## config.mk

```make
export PLATFORM = sky130hd
export DESIGN_NAME = imhq_ctrl
export DESIGN_NICKNAME = d
export VERILOG_FILES = /design/src/rtl/imhq_pkg.sv /design/src/rtl/imhq_ctrl.sv
export SDC_FILE = /design/constraint.sdc
export NUM_CORES = 1
export LEC_CHECK = 0
export ABC_AREA = 1
export ABC_CLOCK_PERIOD_IN_PS = 3400
export BUFFER_PORTS_ARGS = -buffer_cell sky130_fd_sc_hd__buf_2
export CAP_MARGIN = 20
export CORE_UTILIZATION = 38
export DETAILED_ROUTE_END_ITERATION = 8
export PLACE_DENSITY = 0.76
export SLEW_MARGIN = 10
export SYNTH_ARGS = -nofsm -noshare
export SYNTH_HDL_FRONTEND = slang
export SYNTH_SLANG_ARGS = --single-unit
```

## constraint.sdc

```tcl
create_clock -name clk_i -period 3.4 [get_ports clk_i]
set_input_delay 0.17 -clock clk_i [delete_from_list [all_inputs] [get_ports clk_i]]
set_output_delay 0.17 -clock clk_i [all_outputs]
set_load 0.1 [all_outputs]
```

## src/rtl/imhq_pkg.sv

```systemverilog
package imhq_pkg;

  typedef enum logic [2:0] {
    OP_PUSH = 3'd0,
    OP_POP  = 3'd1,
    OP_DEC  = 3'd2,
    OP_INC  = 3'd3,
    OP_CLR  = 3'd4
  } op_e;

  typedef enum logic [1:0] {
    ST_OK        = 2'd0,
    ST_UNDERFLOW = 2'd1,
    ST_OVERFLOW  = 2'd2
  } status_e;

  typedef enum logic [3:0] {
    S_IDLE,
    S_DECODE,
    S_POS_WAIT,
    S_CHECK,
    S_LAST_WAIT,
    S_UP_RD,
    S_UP_CMP,
    S_DN_RD,
    S_DN_CMP,
    S_PLACE,
    S_HEAD_RD,
    S_DONE
  } state_e;

  // controller to datapath commands
  typedef struct packed {
    logic load_req;
    logic rd_pos;
    logic rd_last;
    logic load_last;
    logic rd_parent;
    logic rd_children;
    logic move_parent;
    logic move_child;
    logic place;
    logic size_inc;
    logic size_dec;
    logic size_clr;
    logic set_key;
    logic rd_head;
    logic [1:0] status;
    logic done;
  } cmd_t;

  // datapath to controller status
  typedef struct packed {
    logic [2:0] op;
    logic empty;
    logic full;
    logic id_ok;
    logic present;
    logic at_root;
    logic up_go;
    logic has_child;
    logic dn_go;
    logic size_one;
  } sts_t;

endpackage

```

## src/rtl/imhq_ctrl.sv

```systemverilog
module imhq_ctrl
  import imhq_pkg::*;
(
  input  logic clk_i,
  input  logic rst_ni,
  input  logic start_i,
  output logic busy_o,
  input  sts_t sts_i,
  output cmd_t cmd_o
);

  state_e state_q, state_d;

  // state register
  always_ff @(posedge clk_i or negedge rst_ni) begin
    if (!rst_ni) begin
      state_q <= S_IDLE;
    end else begin
      state_q <= state_d;
    end
  end

  // next state
  always_comb begin
    state_d = state_q;
    case (state_q)
      S_IDLE: if (start_i) state_d = S_DECODE;
      S_DECODE: begin
        case (sts_i.op)
          OP_PUSH: state_d = (sts_i.full || !sts_i.id_ok) ? S_HEAD_RD : S_UP_RD;
          OP_POP: begin
            if (sts_i.empty) state_d = S_HEAD_RD;
            else if (sts_i.size_one) state_d = S_HEAD_RD;
            else state_d = S_LAST_WAIT;
          end
          OP_DEC, OP_INC: state_d = sts_i.id_ok ? S_POS_WAIT : S_HEAD_RD;
          default: state_d = S_HEAD_RD;
        endcase
      end
      S_POS_WAIT: state_d = S_CHECK;
      S_CHECK: begin
        if (!sts_i.present) state_d = S_HEAD_RD;
        else if (sts_i.op == OP_DEC) state_d = S_UP_RD;
        else state_d = S_DN_RD;
      end
      S_LAST_WAIT: state_d = S_DN_RD;
      S_UP_RD: state_d = sts_i.at_root ? S_PLACE : S_UP_CMP;
      S_UP_CMP: state_d = sts_i.up_go ? S_UP_RD : S_PLACE;
      S_DN_RD: state_d = sts_i.has_child ? S_DN_CMP : S_PLACE;
      S_DN_CMP: state_d = sts_i.dn_go ? S_DN_RD : S_PLACE;
      S_PLACE: state_d = S_HEAD_RD;
      S_HEAD_RD: state_d = S_DONE;
      S_DONE: state_d = S_IDLE;
      default: state_d = S_IDLE;
    endcase
  end

  // outputs
  always_comb begin
    cmd_o = '0;
    busy_o = (state_q != S_IDLE);
    case (state_q)
      S_IDLE: cmd_o.load_req = start_i;
      S_DECODE: begin
        case (sts_i.op)
          OP_PUSH: begin
            if (sts_i.full) cmd_o.status = ST_OVERFLOW;
            else if (sts_i.id_ok) cmd_o.size_inc = 1'b1;
          end
          OP_POP: begin
            if (sts_i.empty) cmd_o.status = ST_UNDERFLOW;
            else begin
              cmd_o.size_dec = 1'b1;
              cmd_o.rd_last = 1'b1;
            end
          end
          OP_CLR: cmd_o.size_clr = 1'b1;
          default: ;
        endcase
      end
      S_POS_WAIT: cmd_o.rd_pos = 1'b1;
      S_CHECK: cmd_o.set_key = sts_i.present;
      S_LAST_WAIT: cmd_o.load_last = 1'b1;
      S_UP_RD: cmd_o.rd_parent = !sts_i.at_root;
      S_UP_CMP: cmd_o.move_parent = sts_i.up_go;
      S_DN_RD: cmd_o.rd_children = sts_i.has_child;
      S_DN_CMP: cmd_o.move_child = sts_i.dn_go;
      S_PLACE: cmd_o.place = 1'b1;
      S_HEAD_RD: cmd_o.rd_head = 1'b1;
      S_DONE: cmd_o.done = 1'b1;
      default: ;
    endcase
  end

  assert property (@(posedge clk_i) disable iff (!rst_ni)
    (state_q == S_IDLE && start_i) |=> state_q == S_DECODE)
    else $error("start not taken");
  assert property (@(posedge clk_i) disable iff (!rst_ni)
    cmd_o.done |=> state_q == S_IDLE)
    else $error("done not followed by idle");
  assert property (@(posedge clk_i) disable iff (!rst_ni)
    $onehot0({cmd_o.size_inc, cmd_o.size_dec, cmd_o.size_clr}))
    else $error("conflicting size updates");

endmodule

```

==> qor.csv <==
metric,value,unit
grt_max_degree,7,
gp_congestion,0.855,
syn_inst,104,
fp.dieArea,1560,sq um
grt-ovfl-total,0,
maxSlewViolCount,0,
grt_busiest_layer,met2,
viasPerCell,4.89,
slowest_stage,dfrtp_1,
track_usage,0.216,
reg2reg_depth,6,
ant_nets,0,
drt_iter0_markers,27,
holdPathStages,3,
p_total,702,uW
grtUsageMet3,0.0568,
synth_area_per_cell,5.15,sq um
io_pins,33,
worstSetupPathType,flip-flop to primary output,
ys_seq_area_frac,0.187,
clkTransAtPathRegs,40,ps
final_common_cell,buf_2,
routedWlPerCell,9.32,um
r2r_setup_slack,2090,ps
clkLatencyLatePin,230,ps
antenna_found_initial,0,
finalWorstPathRequiredPeriod,1860,ps
cp_data_arrival_time,1690,ps
syn_area,536,sq um
worstSetupEndpointType,primary output,
row_count,13,
final_cell_mix,"buf_2 (32), inv_1 (24), nor2_1 (23), nand2_1 (22), nand3_1 (11)",
setup_viol,0,
initial_core_util,0.412,
cts-root-buf,clkbuf_4,
period_share,0.548,
cts_tree,yes,
die_h,39.5,um
grt_use_met2,0.348,
p_int,222,uW
ys_ff_latch,4,
drive_above_1_share,0.288,
outcome,completed,
regToRegStartpoint,state_q[0],
p_per_area,949,nW/um^2
grt_use_met1,0.250,
io_buffers,32,
critPathLaunchType,flip-flop,
crit_fanout,5,
hold_path_end,state_q[0],
first_global_vias,604,
cpLargestDelayFamily,buffers and inverters,
filler_cell_count,147,
clock.fmax,537,MHz
crit_path_max_incr_delay,430,ps
slew_headroom,0.677,
cap_violations,0,
largest_reg_flops,4,
drt_pass1_iterations,4,
vias,753,
path_buf_inv,3,
syn-num-nets,119,
core_area,1300,sq um
hold_start,start_i,
numCtsBuffers,3,
yosysWarnings,0,
wirelength,1440,um
vdd.ir_drop.worst,0.409,mV
r2r-end,state_q[2],
clock_path_buffers,2,
num-nets-final,156,
p_clk_frac,0.080,
swShare,0.684,
reg.largest.list,state_q x4,
cts_max_level,1,
worstPathCellList,"nor2_1, inv_1, nor2_1, nand2_1, inv_1, buf_2",
worst-slew-pin-transition,488,ps
area_growth,38.1,%
combPwrFrac,0.782,
dp_hpwl,1200,um
grt_pass1_wl,2280,um
largest-register,state_q,
final_hold_viol_count,0,
skew,5.93,ps
power.switching,480,uW
rsz0062_at_grt,no,
ctsResizeCount,0,
cp.depth,6,
drc,0,
cp.required,3230,ps
die_x,39.5,um
synth_cell_types,14,
cts_sinks,4,
holdCritPathClass,primary input to flip-flop,
n_antenna_cell,0,
p_leak,0.000511,uW
seqPwrFrac,0.138,
tns,0,ps
[Yosys cell counts (all sizes together)]
| master | count | share of area |
|---|---|---|
| nand2 | 25 | 0.19 |
| inv | 24 | 0.17 |
| buf | 1 | 0.014 |
| nor3b | 1 | 0.014 |
| o21ai | 1 | 0.0093 |
| nor2 | 24 | 0.18 |
| dfrtp | 4 | 0.19 |
| a21oi | 2 | 0.019 |
| nand3 | 12 | 0.12 |
| nand4 | 1 | 0.012 |
| nor3 | 9 | 0.084 |
[worst reg2reg max path, cell delays in order (launching register included)]
cell	delay, ps
dfrtp_1	430
nand2_2	140
inv_1	70
nand3_1	90
nand2_1	80
nor3_1	270
nand3_1	100
[worst max path at each step]
stage	endpoint	slack, ps	from
finish	cmd_o[9]	1540	state_q[0]
global route	cmd_o[9]	1390	state_q[0]
CTS	cmd_o[14]	1530	state_q[1]
detailed placement	cmd_o[14]	1790	state_q[1]
global placement	cmd_o[14]	1810	state_q[1]
floorplan	cmd_o[5]	420	state_q[1]
[power by group through the flow]
| stage | clock, uW | sequential, uW | combinational (uW) |
|---|---|---|---|
| final | 56.0 | 97.1 | 549 |
| after floorplan | 0 | 91.5 | 458 |
| after global routing | 63.9 | 100 | 589 |
| after CTS | 59.0 | 95.8 | 548 |
| after global placement | 0 | 94.5 | 546 |
| after detailed placement | 0 | 96.4 | 546 |
[logic make-up (layout without fill, tap and decap cells)]
family,after synthesis,after routing,synth area share
simple gates,72,72,0.603
buf+inv,25,60,0.182
flops,4,4,0.187
compound gates,3,3,0.0280
[through the flow]
step	hold slack, ps	cell area (sq um)	worst slack, ps	util	std cells
global route	237	739	1390	0.568	154
CTS	196	739	1530	0.568	154
detailed placement	-24.8	707	1790	0.543	150
finish	203	739	1540	0.568	154
floorplan	-126	536	420	-	104
global placement	-26.1	707	1810	0.543	150
[area by class of cell]
type	instances	area [sq um]	share of cell area
multi-input combinational	75	338	0.457
timing repair buffer	33	170	0.230
sequential	4	100	0.135
inverter	24	90.1	0.122
clock buffer	3	22.5	0.0305
tap	15	18.8	0.0254
[layer usage]
layer  share of wire  wire length (um)
met1            0.44               625
met3           0.084               121
met4           0.041                59
met5               0                 0
met2            0.44               629
[what timing repair did]
| action | CTS | global route |
|---|---|---|
| buffers inserted | 0 | 0 |
| hold buffers | 1 | 0 |
| endpoints found under the hold margin | 4 | 0 |
(Power assumes the default switching activity.)
